==> src/rtl/id3_text_to_utf8_core_defines.svh <==
// Assertion macros used by the back end of the text-to-UTF-8 transcoder RTL.
`ifndef ID3_TEXT_TO_UTF8_CORE_DEFINES_SVH
`define ID3_TEXT_TO_UTF8_CORE_DEFINES_SVH

// Concurrent check that is switched off while reset is asserted.
`define ID3TU_ASSERT(lbl, clk, rstn, prop) \
  lbl: assert property (@(posedge clk) disable iff (!(rstn)) (prop)) \
    else $error("%m: check failed");

// Concurrent check that also holds while reset is asserted.
`define ID3TU_ASSERT_ALWAYS(lbl, clk, prop) \
  lbl: assert property (@(posedge clk) (prop)) \
    else $error("%m: check failed");

`endif

==> src/rtl/id3tu_pkg.sv <==
// Shared types and constants of the text-to-UTF-8 transcoder.
package id3tu_pkg;

  localparam int unsigned MAX_CAPACITY = 1024;
  localparam int unsigned CAP_W        = 11;
  localparam int unsigned WC_W         = 10;
  localparam int unsigned CP_W         = 21;
  localparam int unsigned QUEUE_DEPTH  = 4;
  localparam int unsigned QPTR_W       = 2;
  localparam int unsigned QCNT_W       = 3;

  localparam logic [CAP_W-1:0] CAP_RESET = 11'd64;
  localparam logic [CAP_W-1:0] CAP_MAX   = 11'd1024;
  localparam logic [CAP_W-1:0] CAP_MIN   = 11'd1;

  // Encoding byte codes
  localparam logic [1:0] ENC_LATIN1    = 2'd0;
  localparam logic [1:0] ENC_UTF16_BOM = 2'd1;
  localparam logic [1:0] ENC_UTF16_BE  = 2'd2;
  localparam logic [1:0] ENC_UTF8      = 2'd3;

  localparam logic [7:0]      CHAR_QMARK   = 8'h3F;
  localparam logic [7:0]      BOM_FF       = 8'hFF;
  localparam logic [7:0]      BOM_FE       = 8'hFE;
  localparam logic [5:0]      SURR_HI_TAG  = 6'b110110;
  localparam logic [5:0]      SURR_LO_TAG  = 6'b110111;
  localparam logic [CP_W-1:0] CP_SUPP_BASE = 21'h10000;

  // One queue entry: an optional leading '?', one code point of 0 to 4
  // bytes, and an optional terminator with the frame length.
  typedef struct packed {
    logic            pre_q_mark;
    logic [CP_W-1:0] cp;
    logic [2:0]      cp_len;
    logic            term;
    logic [WC_W-1:0] term_len;
  } job_t;

endpackage

==> src/rtl/id3tu_in_if.sv <==
// Input channel: one payload byte of a text frame per beat.
interface id3tu_in_if;
  logic       valid;
  logic       ready;
  logic [7:0] in_byte;
  logic       is_first;
  logic       is_last;

  modport source (output valid, output in_byte, output is_first, output is_last,
                  input ready);
  modport sink   (input valid, input in_byte, input is_first, input is_last,
                  output ready);
endinterface

==> src/rtl/id3tu_out_if.sv <==
// Output channel: one UTF-8 byte or the terminator per beat.
interface id3tu_out_if;
  logic       valid;
  logic       ready;
  logic [7:0] out_byte;
  logic       is_terminator;
  logic [9:0] out_length;

  modport source (output valid, output out_byte, output is_terminator,
                  output out_length, input ready);
  modport sink   (input valid, input out_byte, input is_terminator,
                  input out_length, output ready);
endinterface

==> src/rtl/id3tu_front.sv <==
// Front end: accepts payload bytes, tracks the frame and decodes characters.
module id3tu_front (
  input  logic                   clk_i,
  input  logic                   rst_ni,
  input  logic [10:0]            cap_i,
  id3tu_in_if.sink               in_i,
  input  logic                   full_i,
  output logic                   push_o,
  output id3tu_pkg::job_t        job_o
);

  logic [1:0]  enc_q, enc_d;
  logic        le_q, le_d;
  logic        phase_q, phase_d;
  logic [7:0]  held_q, held_d;
  logic        fw_q, fw_d;
  logic [9:0]  ph_q, ph_d;
  logic        pv_q, pv_d;
  logic [9:0]  wc_q, wc_d;
  logic        stop_q, stop_d;
  logic        accept;

  assign in_i.ready = !full_i;
  assign accept     = in_i.valid && !full_i;

  always_comb begin
    logic [15:0] w;
    logic [11:0] wc1;
    logic [11:0] cap_x;
    logic [2:0]  clen;
    logic        lo;
    logic        hi;
    logic        word_done;
    logic [7:0]  b;

    b         = in_i.in_byte;
    w         = le_q ? {b, held_q} : {held_q, b};
    lo        = (w[15:10] == id3tu_pkg::SURR_LO_TAG);
    hi        = (w[15:10] == id3tu_pkg::SURR_HI_TAG);
    wc1       = {2'b00, wc_q};
    cap_x     = {1'b0, cap_i};
    clen      = 3'd0;
    word_done = 1'b0;

    enc_d   = enc_q;
    le_d    = le_q;
    phase_d = phase_q;
    held_d  = held_q;
    fw_d    = fw_q;
    ph_d    = ph_q;
    pv_d    = pv_q;
    stop_d  = stop_q;
    job_o   = '0;

    if (accept) begin
      if (in_i.is_first) begin
        enc_d   = (b == 8'd1 || b == 8'd2 || b == 8'd3) ? b[1:0]
                                                         : id3tu_pkg::ENC_LATIN1;
        le_d    = (b == 8'd1);
        phase_d = 1'b0;
        held_d  = 8'h00;
        fw_d    = 1'b1;
        ph_d    = 10'd0;
        pv_d    = 1'b0;
        stop_d  = 1'b0;
        wc1     = 12'd0;
      end else if (!stop_q) begin
        case (enc_q)
          id3tu_pkg::ENC_LATIN1: begin
            clen = b[7] ? 3'd2 : 3'd1;
            if (b == 8'h00 || (wc1 + {9'd0, clen}) >= cap_x) begin
              stop_d = 1'b1;
            end else begin
              job_o.cp     = {13'd0, b};
              job_o.cp_len = clen;
              wc1          = wc1 + {9'd0, clen};
            end
          end
          id3tu_pkg::ENC_UTF8: begin
            if (b == 8'h00 || (wc1 + 12'd1) >= cap_x) begin
              stop_d = 1'b1;
            end else begin
              job_o.cp     = {13'd0, b};
              job_o.cp_len = 3'd1;
              wc1          = wc1 + 12'd1;
            end
          end
          default: begin
            if (!phase_q) begin
              held_d  = b;
              phase_d = 1'b1;
            end else begin
              phase_d = 1'b0;
              fw_d    = 1'b0;
              if (fw_q && held_q == id3tu_pkg::BOM_FF && b == id3tu_pkg::BOM_FE) begin
                le_d = 1'b1;
              end else if (fw_q && held_q == id3tu_pkg::BOM_FE &&
                           b == id3tu_pkg::BOM_FF) begin
                le_d = 1'b0;
              end else begin
                if (pv_q) begin
                  pv_d = 1'b0;
                  if (lo) begin
                    word_done = 1'b1;
                    if ((wc1 + 12'd4) >= cap_x) begin
                      stop_d = 1'b1;
                    end else begin
                      job_o.cp     = id3tu_pkg::CP_SUPP_BASE + {1'b0, ph_q, w[9:0]};
                      job_o.cp_len = 3'd4;
                      wc1          = wc1 + 12'd4;
                    end
                  end else if ((wc1 + 12'd1) >= cap_x) begin
                    word_done = 1'b1;
                    stop_d    = 1'b1;
                  end else begin
                    job_o.pre_q_mark = 1'b1;
                    wc1              = wc1 + 12'd1;
                  end
                end
                if (!word_done) begin
                  if (w == 16'h0000) begin
                    stop_d = 1'b1;
                  end else if (hi) begin
                    ph_d = w[9:0];
                    pv_d = 1'b1;
                  end else begin
                    if (lo) begin
                      clen         = 3'd1;
                      job_o.cp     = {13'd0, id3tu_pkg::CHAR_QMARK};
                    end else begin
                      clen         = (w < 16'h0080) ? 3'd1 :
                                     (w < 16'h0800) ? 3'd2 : 3'd3;
                      job_o.cp     = {5'd0, w};
                    end
                    if ((wc1 + {9'd0, clen}) >= cap_x) begin
                      stop_d   = 1'b1;
                      job_o.cp = '0;
                    end else begin
                      job_o.cp_len = clen;
                      wc1          = wc1 + {9'd0, clen};
                    end
                  end
                end
              end
            end
          end
        endcase
      end

      if (in_i.is_last) begin
        // A high surrogate still open at frame end becomes '?'; the code
        // point slot is always free in that case.
        if (pv_d && !stop_d && (wc1 + 12'd1) < cap_x) begin
          job_o.cp     = {13'd0, id3tu_pkg::CHAR_QMARK};
          job_o.cp_len = 3'd1;
          wc1          = wc1 + 12'd1;
        end
        job_o.term     = 1'b1;
        job_o.term_len = wc1[9:0];
        enc_d   = id3tu_pkg::ENC_LATIN1;
        le_d    = 1'b0;
        phase_d = 1'b0;
        held_d  = 8'h00;
        fw_d    = 1'b1;
        ph_d    = 10'd0;
        pv_d    = 1'b0;
        stop_d  = 1'b0;
        wc1     = 12'd0;
      end
    end

    wc_d   = wc1[9:0];
    push_o = accept && (job_o.pre_q_mark || job_o.cp_len != 3'd0 || job_o.term);
  end

  always_ff @(posedge clk_i or negedge rst_ni) begin
    if (!rst_ni) begin
      enc_q   <= id3tu_pkg::ENC_LATIN1;
      le_q    <= 1'b0;
      phase_q <= 1'b0;
      held_q  <= 8'h00;
      fw_q    <= 1'b1;
      ph_q    <= 10'd0;
      pv_q    <= 1'b0;
      wc_q    <= 10'd0;
      stop_q  <= 1'b0;
    end else begin
      enc_q   <= enc_d;
      le_q    <= le_d;
      phase_q <= phase_d;
      held_q  <= held_d;
      fw_q    <= fw_d;
      ph_q    <= ph_d;
      pv_q    <= pv_d;
      wc_q    <= wc_d;
      stop_q  <= stop_d;
    end
  end

endmodule

==> src/rtl/id3tu_queue.sv <==
// Short job queue between the decoding front end and the byte serialiser.
module id3tu_queue (
  input  logic             clk_i,
  input  logic             rst_ni,
  input  logic             push_i,
  input  id3tu_pkg::job_t  job_i,
  output logic             full_o,
  input  logic             pop_i,
  output id3tu_pkg::job_t  head_o,
  output logic             avail_o
);

  id3tu_pkg::job_t                mem_q [id3tu_pkg::QUEUE_DEPTH];
  logic [id3tu_pkg::QPTR_W-1:0]   wr_q, wr_d;
  logic [id3tu_pkg::QPTR_W-1:0]   rd_q, rd_d;
  logic [id3tu_pkg::QCNT_W-1:0]   cnt_q, cnt_d;

  assign full_o  = (cnt_q == id3tu_pkg::QCNT_W'(id3tu_pkg::QUEUE_DEPTH));
  assign avail_o = (cnt_q != '0);
  assign head_o  = mem_q[rd_q];

  always_comb begin
    wr_d  = push_i ? wr_q + 1'b1 : wr_q;
    rd_d  = pop_i  ? rd_q + 1'b1 : rd_q;
    cnt_d = cnt_q;
    if (push_i && !pop_i) begin
      cnt_d = cnt_q + 1'b1;
    end else if (pop_i && !push_i) begin
      cnt_d = cnt_q - 1'b1;
    end
  end

  always_ff @(posedge clk_i) begin
    if (push_i) begin
      mem_q[wr_q] <= job_i;
    end
  end

  always_ff @(posedge clk_i or negedge rst_ni) begin
    if (!rst_ni) begin
      wr_q  <= '0;
      rd_q  <= '0;
      cnt_q <= '0;
    end else begin
      wr_q  <= wr_d;
      rd_q  <= rd_d;
      cnt_q <= cnt_d;
    end
  end

endmodule

==> src/rtl/id3tu_back.sv <==
// Back end: turns queued jobs into UTF-8 bytes, one output beat per cycle unless stalled.
`include "id3_text_to_utf8_core_defines.svh"

module id3tu_back (
  input  logic             clk_i,
  input  logic             rst_ni,
  input  id3tu_pkg::job_t  head_i,
  input  logic             avail_i,
  output logic             pop_o,
  id3tu_out_if.source      out_o
);

  logic        wv_q, wv_d;
  logic        wpre_q, wpre_d;
  logic [2:0]  wleft_q, wleft_d;
  logic [2:0]  wlen_q, wlen_d;
  logic [20:0] wcp_q, wcp_d;
  logic        wterm_q, wterm_d;
  logic [9:0]  wtlen_q, wtlen_d;

  logic        ov_q, ov_d;
  logic [7:0]  obyte_q, obyte_d;
  logic        oterm_q, oterm_d;
  logic [9:0]  olen_q, olen_d;

  logic        adv;
  logic        step;

  assign adv  = !ov_q || out_o.ready;
  assign step = adv && wv_q;

  always_comb begin
    logic [7:0] cbyte;
    logic       remain;

    // Byte of the current code point picked by how many bytes are left.
    if (wleft_q == wlen_q) begin
      case (wlen_q)
        3'd1:    cbyte = wcp_q[7:0];
        3'd2:    cbyte = {3'b110, wcp_q[10:6]};
        3'd3:    cbyte = {4'b1110, wcp_q[15:12]};
        default: cbyte = {5'b11110, wcp_q[20:18]};
      endcase
    end else begin
      case (wleft_q)
        3'd2:    cbyte = {2'b10, wcp_q[11:6]};
        3'd3:    cbyte = {2'b10, wcp_q[17:12]};
        default: cbyte = {2'b10, wcp_q[5:0]};
      endcase
    end

    wv_d    = wv_q;
    wpre_d  = wpre_q;
    wleft_d = wleft_q;
    wlen_d  = wlen_q;
    wcp_d   = wcp_q;
    wterm_d = wterm_q;
    wtlen_d = wtlen_q;
    ov_d    = ov_q;
    obyte_d = obyte_q;
    oterm_d = oterm_q;
    olen_d  = olen_q;

    if (adv) begin
      ov_d    = step;
      obyte_d = 8'h00;
      oterm_d = 1'b0;
      olen_d  = 10'd0;
    end

    if (step) begin
      if (wpre_q) begin
        obyte_d = id3tu_pkg::CHAR_QMARK;
        wpre_d  = 1'b0;
      end else if (wleft_q != 3'd0) begin
        obyte_d = cbyte;
        wleft_d = wleft_q - 3'd1;
      end else begin
        oterm_d = 1'b1;
        olen_d  = wtlen_q;
        wterm_d = 1'b0;
      end
    end

    remain = wpre_d || (wleft_d != 3'd0) || wterm_d;
    pop_o  = avail_i && (!wv_q || (step && !remain));

    if (pop_o) begin
      wv_d    = 1'b1;
      wpre_d  = head_i.pre_q_mark;
      wleft_d = head_i.cp_len;
      wlen_d  = head_i.cp_len;
      wcp_d   = head_i.cp;
      wterm_d = head_i.term;
      wtlen_d = head_i.term_len;
    end else if (step && !remain) begin
      wv_d = 1'b0;
    end
  end

  always_ff @(posedge clk_i or negedge rst_ni) begin
    if (!rst_ni) begin
      wv_q    <= 1'b0;
      wpre_q  <= 1'b0;
      wleft_q <= 3'd0;
      wterm_q <= 1'b0;
      ov_q    <= 1'b0;
    end else begin
      wv_q    <= wv_d;
      wpre_q  <= wpre_d;
      wleft_q <= wleft_d;
      wterm_q <= wterm_d;
      ov_q    <= ov_d;
    end
  end

  always_ff @(posedge clk_i) begin
    wlen_q  <= wlen_d;
    wcp_q   <= wcp_d;
    wtlen_q <= wtlen_d;
    obyte_q <= obyte_d;
    oterm_q <= oterm_d;
    olen_q  <= olen_d;
  end

  assign out_o.valid         = ov_q;
  assign out_o.out_byte      = obyte_q;
  assign out_o.is_terminator = oterm_q;
  assign out_o.out_length    = olen_q;

  // A loaded job always has at least one beat still to give.
  `ID3TU_ASSERT(a_work_nonempty, clk_i, rst_ni,
                wv_q |-> (wpre_q || wleft_q != 3'd0 || wterm_q))
  // The terminator beat carries a zero byte.
  `ID3TU_ASSERT(a_term_zero, clk_i, rst_ni,
                (ov_q && oterm_q) |-> (obyte_q == 8'h00))
  // Data beats never report a length.
  `ID3TU_ASSERT(a_len_on_term, clk_i, rst_ni,
                (ov_q && !oterm_q) |-> (olen_q == 10'd0))

endmodule

==> src/rtl/id3_text_to_utf8_core.sv <==
// Top level of the ID3v2 text frame to UTF-8 transcoder.
//
// Usage: payload bytes of a text frame arrive on in_i, one per beat, the
// encoding byte flagged is_first and the final byte flagged is_last. The
// block returns UTF-8 bytes on out_o, closed by a terminator beat (zero
// byte, is_terminator high) that carries the number of bytes written.
// cfg_we_i/cfg_wdata_i set the destination capacity including the null;
// it must only be changed while the block is idle.
//
// Path: an accepted item enters the job queue, then the serialiser's work
// register, and its beats leave through the output register. An item is
// taken every cycle while the job queue has room; it expands to at most
// five beats, sent one a cycle while the receiver is ready.
//
// Reset clears the frame state and the queue and sets the capacity to 64.
// When the receiver stalls, the output register holds its beat, the
// four-entry job queue fills and only then is in_i.ready dropped.
module id3_text_to_utf8_core (
  input  logic        clk_i,
  input  logic        rst_ni,
  input  logic        cfg_we_i,
  input  logic [10:0] cfg_wdata_i,
  id3tu_in_if.sink    in_i,
  id3tu_out_if.source out_o
);

  logic [10:0]     cap_q;
  logic [10:0]     cap_eff;
  logic            push;
  logic            pop;
  logic            full;
  logic            avail;
  id3tu_pkg::job_t job_in;
  id3tu_pkg::job_t job_head;

  // Capacity register, held raw and clamped to the legal range on use.
  always_ff @(posedge clk_i or negedge rst_ni) begin
    if (!rst_ni) begin
      cap_q <= id3tu_pkg::CAP_RESET;
    end else if (cfg_we_i) begin
      cap_q <= cfg_wdata_i;
    end
  end

  assign cap_eff = (cap_q == 11'd0)              ? id3tu_pkg::CAP_MIN :
                   (cap_q > id3tu_pkg::CAP_MAX)  ? id3tu_pkg::CAP_MAX : cap_q;

  // The front end decodes each accepted byte into at most one job.
  id3tu_front u_front (
    .clk_i  (clk_i),
    .rst_ni (rst_ni),
    .cap_i  (cap_eff),
    .in_i   (in_i),
    .full_i (full),
    .push_o (push),
    .job_o  (job_in)
  );

  // The queue decouples decoding from the byte-at-a-time output.
  id3tu_queue u_queue (
    .clk_i   (clk_i),
    .rst_ni  (rst_ni),
    .push_i  (push),
    .job_i   (job_in),
    .full_o  (full),
    .pop_i   (pop),
    .head_o  (job_head),
    .avail_o (avail)
  );

  // The back end serialises each job into UTF-8 beats.
  id3tu_back u_back (
    .clk_i   (clk_i),
    .rst_ni  (rst_ni),
    .head_i  (job_head),
    .avail_i (avail),
    .pop_o   (pop),
    .out_o   (out_o)
  );

endmodule

==> src/flat_wrapper.sv <==
// flat-port wrapper written by rule: the top's interface ports become plain ports
module id3_text_to_utf8_core_flat 
  (clk_i, rst_ni, cfg_we_i, cfg_wdata_i, in_i_valid, in_i_in_byte, in_i_is_first, in_i_is_last, in_i_ready, out_o_valid, out_o_out_byte, out_o_is_terminator, out_o_out_length, out_o_ready);
  id3tu_in_if in_i_i ();
  id3tu_out_if out_o_i ();
  input  logic clk_i;
  input  logic rst_ni;
  input  logic cfg_we_i;
  input  logic [10:0] cfg_wdata_i;
  input wire logic [$bits(in_i_i.valid)-1:0] in_i_valid;
  input wire logic [$bits(in_i_i.in_byte)-1:0] in_i_in_byte;
  input wire logic [$bits(in_i_i.is_first)-1:0] in_i_is_first;
  input wire logic [$bits(in_i_i.is_last)-1:0] in_i_is_last;
  output wire logic [$bits(in_i_i.ready)-1:0] in_i_ready;
  output wire logic [$bits(out_o_i.valid)-1:0] out_o_valid;
  output wire logic [$bits(out_o_i.out_byte)-1:0] out_o_out_byte;
  output wire logic [$bits(out_o_i.is_terminator)-1:0] out_o_is_terminator;
  output wire logic [$bits(out_o_i.out_length)-1:0] out_o_out_length;
  input wire logic [$bits(out_o_i.ready)-1:0] out_o_ready;
  assign in_i_i.valid = in_i_valid;
  assign in_i_i.in_byte = in_i_in_byte;
  assign in_i_i.is_first = in_i_is_first;
  assign in_i_i.is_last = in_i_is_last;
  assign in_i_ready = in_i_i.ready;
  assign out_o_valid = out_o_i.valid;
  assign out_o_out_byte = out_o_i.out_byte;
  assign out_o_is_terminator = out_o_i.is_terminator;
  assign out_o_out_length = out_o_i.out_length;
  assign out_o_i.ready = out_o_ready;
  id3_text_to_utf8_core u_core (.clk_i(clk_i), .rst_ni(rst_ni), .cfg_we_i(cfg_we_i), .cfg_wdata_i(cfg_wdata_i), .in_i(in_i_i), .out_o(out_o_i));
endmodule
==> config.mk <==
export PLATFORM = sky130hd
export DESIGN_NAME = id3_text_to_utf8_core_flat
export DESIGN_NICKNAME = d
export VERILOG_FILES = /design/src/rtl/id3tu_pkg.sv /design/src/rtl/id3tu_in_if.sv /design/src/rtl/id3tu_out_if.sv /design/src/rtl/id3tu_front.sv /design/src/rtl/id3tu_queue.sv /design/src/rtl/id3tu_back.sv /design/src/rtl/id3_text_to_utf8_core.sv /design/src/flat_wrapper.sv
export VERILOG_INCLUDE_DIRS = /design/src /design/src/rtl
export SDC_FILE = /design/constraint.sdc
export NUM_CORES = 1
export LEC_CHECK = 0
export ABC_CLOCK_PERIOD_IN_PS = 13600
export BUFFER_PORTS_ARGS = -buffer_cell sky130_fd_sc_hd__buf_2
export CORE_UTILIZATION = 47
export DETAILED_ROUTE_END_ITERATION = 6
export GPL_TIMING_DRIVEN = 0
export PLACE_DENSITY_LB_ADDON = 0.08
export SYNTH_ARGS = -nofsm -noshare
export SYNTH_HDL_FRONTEND = slang
export SYNTH_HIERARCHICAL = 1
export SYNTH_SLANG_ARGS = --single-unit
export TNS_END_PERCENT = 50
==> constraint.sdc <==
create_clock -name clk_i -period 13.6 [get_ports clk_i]
set_input_delay 1.36 -clock clk_i [delete_from_list [all_inputs] [get_ports clk_i]]
set_output_delay 1.36 -clock clk_i [all_outputs]
set_load 0.01 [all_outputs]
* Word-level counts from Yosys, hierarchy flattened
Memories as Yosys holds them, arrays and structs flattened.
Index checks and enable logic that the tools add are counted.
** Word-level totals
- Register bits :: 113
- RAM bits :: 144
- Input port bits :: 26
- Word-level logic and storage cells :: 289
- Memories kept :: 1
** Memory list
- u_core.u_queue.mem_q :: words 4, bits a word 36, rd ports 1, clocked after Yosys merged registers in 0, wr ports 1, RTL line id3tu_queue.sv:13 : id3tu_pkg::job_t mem_q [id3tu_pkg::QUEUE_DEPTH];
** Operators by class
- Add/subtract/negate cells :: 11
- $lt $le $gt $ge :: 8
- Equality and inequality tests :: 24
- Muxes and demuxes :: 170
- Reduce and logical (&&, ||, !) cells :: 51
** Operators by type and width (number)
- 12-bit 2-to-1 mux :: 19
- 10-bit 2-to-1 mux :: 16
- 25-bit 2-to-1 mux :: 6
- 24-bit 2-to-1 mux :: 6
- 11-bit 2-to-1 mux :: 8
- 8-bit 2-to-1 mux :: 10
- 1-bit 2-to-1 mux :: 72
- 3-bit 2-to-1 mux :: 17
- 12-bit by 11-bit greater-or-equal comparator with 1-bit output :: 4
- 16-bit 2-to-1 mux :: 3
- 24-bit one-hot mux with 2 select lines :: 1
- 36-bit 2-to-1 mux :: 1
- 35-bit 2-to-1 mux :: 1
- 8-bit equality test, second input constant :: 4
- 12-bit one-hot mux with 2 select lines :: 1
- 8-bit one-hot mux with 3 select lines :: 1
- 17-bit by 20-bit adder with 21-bit output, first input constant :: 1
- 3-bit != test, second input constant :: 6
- 3-bit nonzero test :: 6
- 8-bit by 2-bit equality test with 1-bit output, second input constant :: 2
- 16-bit logical NOT :: 1
- 16-bit by 12-bit < comparator with 1-bit output, second input constant :: 1
- 16-bit by 8-bit < comparator with 1-bit output, second input constant :: 1
- 1-bit logical AND :: 13
- 34 further kinds :: 63

* Longest topological paths before layout
Gate-level depths: netlist (run 1).
- Depth after elaboration :: 49
- Gate-level depth with buffers :: 42
- Gate-level depth less buffers :: 39

* Cells and area by module
The synthesis (run 1) kept the hierarchy.
** By module, submodules not included
- id3tu_front :: instances 1, cells an instance 806, area each 6208.5 µm², sequential area each 877.1 µm²
- id3tu_queue :: instances 1, cells an instance 222, area each 5605.4 µm², sequential area each 4499.3 µm²
- id3tu_back :: instances 1, cells an instance 207, area each 2600.0 µm², sequential area each 1576.5 µm²
- id3_text_to_utf8_core :: instances 1, cells an instance 40, area each 538.0 µm², sequential area each 276.5 µm²

* Worst setup path after synthesis (run 1)
No wires, ideal clock.
- Path type :: reg-to-reg
- Start :: reg u_core.u_front.wc_q[4]
- End :: mem u_core/u_queue/mem_q[0][8] (netlist name), data pin
- Library setup time :: 0.190 ns
- Data arrival time :: 9.383 ns
- Required time :: 13.410 ns
- Slack :: 4.027 ns
- Stages on the path, launching flop included :: 43
- Path buffers :: 3
- Clock period less this slack :: 9.573 ns
- Cell sequence :: dfrtp_1 -> buf_1 -> inv_1 -> nor3_1 -> nand3_1 -> nor2_1 -> xor2_1 -> ha_1 -> a21o_1 -> a221oi_2 -> o211a_1 -> buf_2 -> nand2_1 -> mux2_2 -> ha_1 -> a21oi_1 -> or3_1 -> nor3_1 -> [7 not listed] -> nor3_1 -> o21ai_2 -> nand3_2 -> or3_1 -> clkbuf_1 -> xnor2_1 -> ha_1 -> a21o_1 -> a21oi_1 -> nor2b_1 -> o21ai_0 -> a21boi_0 -> o21ai_0 -> nand3b_1 -> or4_1 -> or3_1 -> or3_1 -> o211ai_1
** RTL lines
- start: declaration :: RTL line id3tu_front.sv:19 : logic [9:0] wc_q, wc_d;
- start signal: assignment :: RTL line id3tu_front.sv:195 : wc_q <= wc_d;
- end: declaration :: RTL line id3tu_queue.sv:13

==> results of run 1 <==
-- where the power goes --
part | internal, µW | leakage (µW) | switching, µW
registers | 1010 | 0.00259 | 64.0
clock network | 438 | 0.000446 | 314
logic | 362 | 0.00315 | 501
total | 1810 | 0.00618 | 879
-- worst max path at each step --
stage                           startpoint                          to  slack (ns)  depth (start not counted)
CTS                 u_core/u_front/wc_q[4]  u_core/u_queue/mem_q[0][9]        1.63                         41
global placement    u_core/u_front/wc_q[4]  u_core/u_queue/mem_q[0][9]        1.96                         40
global route        u_core/u_front/wc_q[4]  u_core/u_queue/mem_q[0][9]        0.76                         41
detailed placement  u_core/u_front/wc_q[4]  u_core/u_queue/mem_q[0][9]        1.70                         41
finish              u_core/u_front/wc_q[4]  u_core/u_queue/mem_q[1][9]        1.29                         41
floorplan           u_core/u_front/wc_q[4]  u_core/u_queue/mem_q[0][8]        4.03                         42
-- area by class of cell --
cell class	count	share of cell area [%]
tap	396	2.964
timing repair buffer	49	1.976
clock buffer	37	4.581
buffer	64	2.073
multi-input combinational	901	43.01
clock inverter	17	0.9581
sequential	257	43.25
inverter	53	1.190
-- state kept, by name, summed over array words and instances, names as in the netlist, 2 cells and up --
register                        flops
u_core/cap_q                       11
u_core/u_back/out_o.out_byte        8
u_core/u_back/out_o.out_length     10
u_core/u_back/wcp_q                21
u_core/u_back/wleft_q               3
u_core/u_back/wlen_q                3
u_core/u_back/wtlen_q              10
u_core/u_front/enc_q                2
u_core/u_front/held_q               8
u_core/u_front/ph_q                10
u_core/u_front/wc_q                10
u_core/u_queue/cnt_q                3
u_core/u_queue/mem_q              144
u_core/u_queue/rd_q                 2
u_core/u_queue/wr_q                 2
-- per-layer routing --
metal  global-route usage, %  vias to the layer above  wire [µm]
met5                       0                        -          0
met4                   10.84                        0       1722
met3                   3.213                      103       2212
met2                   43.43                      366      19860
met1                   32.64                     5346      17430
li1                        -                     5101          -
-- tightest hold or removal path: stages, from the launching register on --
cell	delay, ns
dfxtp_1	0.30
nand2_1	0.05
nand2_1	0.04
-- Yosys cell counts (12+ instances only) --
library cell,n,area [µm²]
buf_2,17,85.08
a21oi_1,51,255.2
a22oi_1,17,127.6
o211ai_1,18,135.1
xnor2_1,39,341.6
and2_1,14,87.58
nor2b_1,13,81.33
nand3_1,31,155.2
inv_1,49,183.9
edfxtp_1,178,5345
dfxtp_1,19,380.4
nor4_1,14,87.58
nor2_1,63,236.5
o21ai_0,40,200.2
xor2_1,19,166.4
nor3_1,33,165.2
clkbuf_1,30,112.6
a211oi_1,15,112.6
nand2b_1,12,75.07
or3_1,14,87.58
dfrtp_1,58,1451
a22o_1,22,192.7
nand2_1,110,412.9
o31ai_1,18,135.1
mux4_2,36,810.8
mux2i_1,26,260.3
ha_1,75,938.4
-- cells by family (layout without fill, tap and decap cells) --
family	count (synthesis)	count (layout)	share of synthesized area (%)
AND/OR/NAND/NOR	363	363	12.82
AO/OA/AOI/OAI	321	321	16.20
flip-flops	257	257	48.35
buffers and inverters	117	220	3.649
multiplexers	80	80	8.720
adder cells (fa/ha/maj)	78	78	6.678
XOR/XNOR	59	59	3.582
-- per-stage QoR --
stage | instance area, µm² | util, % | hold WS, ns
detailed placement | 15790 | 51.08 | 0.4268
floorplan | 14950 | - | 0.4358
global route | 16720 | 54.08 | 0.4619
finish | 16720 | 54.08 | 0.4318
CTS | 16720 | 54.08 | 0.4359
global placement | 15670 | 50.69 | 0.4213
==> results by group, run 1 <==
Timing
  • Relative slew margins: a little over a fifth
  • Clk_skew: 0.02589 ns
  • Setup_tns: 0 ns
  • Worst-Margin Slew: 1.144 ns
  • Fin. max-slew vios: 0
  • Period minus WS final: around 12 ns
  • RSZ-0062 raised after global routing: no
  • Fin crit share: about nine tenths
  • Final setup violation count: 0
  • PnR worst setup slack: about 1.3 ns
  • Final Hold Vio Count: 0
  • Max Fclk: 81.24 MHz

Power
  • Pwr Density: 161.0 nW/µm²
  • Leak: roughly 0.006 µW
  • VDD IR max: between 100 and 150 µV
  • Tot Pwr: 2692 µW

Worst setup path
  • R2r endpoint: u_core/u_queue/mem_q[1][9]
  • Worst path bufs/invs: 3
  • Critical Path Fanout Max: 10
  • CP endpoint kind: flop
  • Worst-case reg-to-reg path depth: slightly above 40
  • Crit path required time: 13.92 ns
  • Critical path class: reg -> reg
  • Worst R2R Start: u_core/u_front/wc_q[4]
  • Worst path slowest cell: nor4_1
  • Critical path's top delay family: simple AND/OR/NAND/NOR gates
  • CP arrival: around 13 ns
  • Reg2Reg Setup Slack: 1.29 ns
  • Most frequent CP cell: ha_1
  • Crit-path max cell delay: 0.88 ns
  • CP Launch Type: flop

Min path
  • Hold Crit Depth: 2
  • Hold_sp: u_core/u_back/out_o.out_byte[7]
  • Hold path endpoint: u_core/u_back/out_o.out_byte[7]
  • Hold Crit Class: reg -> reg

Die
  • Cell Rows: 64
  • IO Pins: 47
  • Initial Util: between 40% and 50%
  • Die Ht: around 180 µm
  • Die area: ~33000 µm²
  • Chip Width: between 150 and 200 µm
  • Core area: around 30000 µm²

Synth
  • FFs w/ async S/R, synth: between 20% and 30%
  • Net Count, Synth: ~1.4k
  • EDFF count, synth: between 150 and 200
  • Synthesized area: between 10000 and 15000 µm²
  • Seq/Total Area, Yosys: 48.35%
  • Syn Inst Count: around 1.3k
  • Synth warnings: 6
  • Predominant post-synthesis flop cell: edfxtp_1
  • Netlist cell types: 106
  • Synth Register Bits: about 260
  • Syn Area/Cell: 11.73 µm²

Detailed routing
  • Post-route DRC: 0
  • Pre-antenna DRT Iters: 5
  • DRT iter0 DRCs: ~650
  • Routed Wire Length: a little over 40000 µm
  • Vias/cell: just over 6
  • DR vias: roughly 11k
  • WL per Instance: ~23 µm
  • Antenna Violating Nets Remaining: 0

Clocking
  • CTS tree: done
  • # resized after CTS: 0
  • CTS Hold Bufs: 0
  • Clock root buffer: clkbuf_16
  • TritonCTS Buffers: 29
  • Clock Sinks: roughly 260
  • # Post-CTS Setup Buffers: 0
  • Worst-Skew Late Latency: roughly 0.56 ns
  • H-tree depth: 1
  • Clock buffer depth: 3
  • Clk slew on worst S/H paths: 0.06 ns

GRT
  • Vias in the first global route: ~11k
  • First-pass GRT wire length: between 60000 and 70000 µm
  • Largest net degree at the start of global routing: between 60 and 70
  • GRT Total Usage: between 20 and 30%
  • Antenna violations before repair: 0
  • Overflow after GRT: 0

Cells and area
  • Area grow syn2layout: 11.80%
  • Commonest non-fill, non-tap cell in the layout: edfxtp_1
  • Register area: between 7000 and 8000 µm²
  • Final nets: ~1.5k
  • Layout cell share with drive strength beyond 1: roughly 17%
  • Most frequent cells in the layout: edfxtp_1 (178), nand2_1 (110), ha_1 (75), nor2_1 (63), buf_2 (60)
  • Fin cells: between 1.5k and 2k
  • Area occupied by multi-input gates: roughly 7200 µm²
  • Ant diodes: 0
  • Fillcell total: 2767

Place
  • Port buffer count: 44
  • Post-DP HPWL: 31100 µm
  • Place WS: 1.704 ns
  • Routability cong.: approximately 0.95
  • # placed instances: between 1.5k and 2k

Job
  • MaxCap Viol Count: 0

Status
  • Status: complete, no violations
Note: power is estimated with default switching activity, not from simulation.
==> run 2: changes to the inputs <==
--- a/config.mk
+++ b/config.mk
@@ -11,5 +11,6 @@
 export CORE_UTILIZATION = 47
+export CTS_CLUSTER_DIAMETER = 120
 export DETAILED_ROUTE_END_ITERATION = 6
 export GPL_TIMING_DRIVEN = 0
-export PLACE_DENSITY_LB_ADDON = 0.08
+export PLACE_DENSITY = 0.69
 export SYNTH_ARGS = -nofsm -noshare
==> constraint.sdc (replaced) <==
create_clock -name clk_i -period 13.6 [get_ports clk_i]
set_input_delay 4.08 -clock clk_i [delete_from_list [all_inputs] [get_ports clk_i]]
set_output_delay 4.08 -clock clk_i [all_outputs]
set_load 0.01 [all_outputs]
==> results by group, run 2 (same netlist as run 1, synthesis figures left out) <==
GRT
  • Vias in the first global route: 10.99k (was 11.06k)
  • First-pass GRT wire length: 63170 µm (was 63590 µm)
  • GRT Total Usage: 24.92% (was 25.45%)
  • Antenna violations before repair: 0 (unchanged)
  • Largest net degree at the start of global routing: 41 (was 61)
  • Overflow after GRT: 0 (unchanged)

Timing
  • RSZ-0062 raised after global routing: no (unchanged)
  • Fin. max-slew vios: 0 (unchanged)
  • Final Hold Vio Count: 0 (unchanged)
  • Worst-Margin Slew: 1.120 ns (was 1.144 ns)
  • Final setup violation count: 0 (unchanged)
  • Max Fclk: 76.25 MHz (was 81.24 MHz)
  • Relative slew margins: 23.42% (was 21.79%)
  • Setup_tns: 0 ns (unchanged)
  • PnR worst setup slack: 0.4850 ns (was 1.291 ns)
  • Fin crit share: 96.43% (was 90.51%)
  • Clk_skew: 0.01784 ns (was 0.02589 ns)
  • Period minus WS final: 13.11 ns (was 12.31 ns)

Clocking
  • TritonCTS Buffers: 27 (was 29)
  • Clk slew on worst S/H paths: 0.06 ns (about the same)
  • H-tree depth: 1 (unchanged)
  • # Post-CTS Setup Buffers: 0 (unchanged)
  • Clock root buffer: clkbuf_16 (unchanged)
  • CTS Hold Bufs: 0 (unchanged)
  • CTS tree: done (unchanged)
  • # resized after CTS: 0 (unchanged)
  • Clock buffer depth: 3 (unchanged)
  • Clock Sinks: 257 (unchanged)
  • Worst-Skew Late Latency: 0.55 ns (was 0.56 ns)

Worst setup path
  • Crit-path max cell delay: 0.90 ns (was 0.88 ns)
  • Critical Path Fanout Max: 7 (was 10)
  • CP Launch Type: input pin (was flop)
  • Worst path slowest cell: nor4_1 (unchanged)
  • CP arrival: 13.44 ns (was 12.62 ns)
  • CP endpoint kind: flop (unchanged)
  • Critical path class: in -> reg (was reg -> reg)
  • Crit path required time: 13.92 ns (about the same)

Power
  • VDD IR max: 106.4 µV (was 104.4 µV)
  • Leak: 0.006166 µW (was 0.006183 µW)
  • Pwr Density: 159.7 nW/µm² (was 161.0 nW/µm²)

Die
  • Initial Util: 48.37% (unchanged)
  • Core area: 30910 µm² (unchanged)
  • Die area: 32530 µm² (unchanged)
  • Cell Rows: 64 (unchanged)
  • Die Ht: 180.4 µm (unchanged)
  • IO Pins: 47 (unchanged)
  • Chip Width: 180.4 µm (unchanged)

Cells and area
  • Most flops, register: u_core/u_queue/mem_q (unchanged)
  • Max reg flops: 144 (unchanged)
  • Final nets: 1458 (was 1459)
  • Most frequent cells in the layout: edfxtp_1 (178), nand2_1 (110), ha_1 (75), nor2_1 (63), buf_2 (61) (was edfxtp_1 (178), nand2_1 (110), ha_1 (75), nor2_1 (63), buf_2 (60))
  • Final Cell Area: 16660 µm² (was 16720 µm²)
  • Area grow syn2layout: 11.44% (was 11.80%)
  • Fillcell total: 2679 (was 2767)
  • Final core utilization: 53.91% (was 54.08%)
  • Largest regs: u_core/u_queue/mem_q x144, u_core/u_back/wcp_q x21, u_core/cap_q x11 (unchanged)
  • Ant diodes: 0 (unchanged)
  • Commonest non-fill, non-tap cell in the layout: edfxtp_1 (unchanged)
  • Layout cell share with drive strength beyond 1: 16.65% (was 16.76%)

Status
  • Status: complete, no violations (unchanged)

Job
  • MaxCap Viol Count: 0 (unchanged)

Detailed routing
  • Antenna Violating Nets Remaining: 0 (unchanged)
  • Routed Wire Length: 40280 µm (was 41230 µm)
  • DR vias: 11.03k (was 10.92k)
  • Post-route DRC: 0 (unchanged)
  • WL per Instance: 22.74 µm (was 23.24 µm)
  • Vias/cell: 6.229 (was 6.153)
  • DRT iter0 DRCs: 951 (was 654)
  • Pre-antenna DRT Iters: 6 (was 5)

Place
  • Routability cong.: 0.9510 (was 0.9536)
  • Port buffer count: 44 (unchanged)
  • DP Area: 15790 µm² (about the same)
  • Post-DP HPWL: 30500 µm (was 31100 µm)
  • Place WS: 0.2721 ns (was 1.704 ns)

Min path
  • Hold Crit Class: reg -> reg (unchanged)
==> run 2: layout make-up <==
class | count | area (µm²) | share of cell area [%]
multi-input combinational | 901 | 7183 | 43.11
timing repair buffer | 50 | 335.3 | 2.012
buffer | 64 | 346.6 | 2.080
tap | 396 | 495.5 | 2.974
sequential | 257 | 7229 | 43.39
clock inverter | 16 | 161.4 | 0.9687
clock buffer | 34 | 711.9 | 4.273
inverter | 53 | 198.9 | 1.194
==> run 2: metrics by stage <==
step / total power, µW / std cells / hold WS (ns)
after floorplan: 1696 / 1275 / 0.4358
after global placement: 1924 / 1715 / 0.4289
after detailed placement: 1952 / 1721 / 0.4272
after CTS: 2682 / 1771 / 0.4378
after global routing: 2804 / 1771 / 0.4626
final: 2661 / 1771 / 0.4347
==> run 2: worst max-delay path: cells and delay by family <==
| family | cells | cell delay, ns |
|---|---|---|
| buffers and inverters | 1 | 0.15 |
| adders and majority gates | 3 | 0.91 |
| xor gates and xnor gates | 2 | 0.53 |
| and+or+nand+nor | 14 | 4.59 |
| AOI/OAI and AO/OA | 11 | 2.36 |
| muxes | 2 | 0.81 |
==> run 2: report_power, final <==
| group | internal, µW | switching [µW] | total (µW) |
|---|---|---|---|
| clock | 414 | 308 | 722 |
| combinational | 363 | 499 | 862 |
| sequential | 1010 | 64.7 | 1080 |
==> run 2: path summary, 6_finish.rpt <==
| check | from | end | slack (ns) | cells after the start |
|---|---|---|---|---|
| worst max-delay path | in_i_in_byte[7] | u_core/u_queue/mem_q[0][9] | 0.49 | 33 |
| worst min-delay path | u_core/u_back/out_o.out_byte[7] | u_core/u_back/out_o.out_byte[7] | 0.43 | 2 |
| worst max register to register | u_core/u_front/wc_q[4] | u_core/u_queue/mem_q[0][9] | 1.50 | 40 |
| worst min register to register | u_core/u_back/out_o.out_byte[7] | u_core/u_back/out_o.out_byte[7] | 0.43 | 2 |
| max in group asynchronous | rst_ni | u_core/u_front/fw_q | 9.52 | 2 |
| min in group asynchronous | rst_ni | u_core/u_front/wc_q[3] | 3.45 | 1 |
==> run 2: layer usage <==
layer / GRT usage [%] / wire (µm) / up-vias
met5: 0 / 0 / -
met3: 2.991 / 2670 / 76
met2: 41.81 / 19210 / 463
met1: 33.71 / 17220 / 5408
li1: - / - / 5084
met4: 7.966 / 1179 / 0
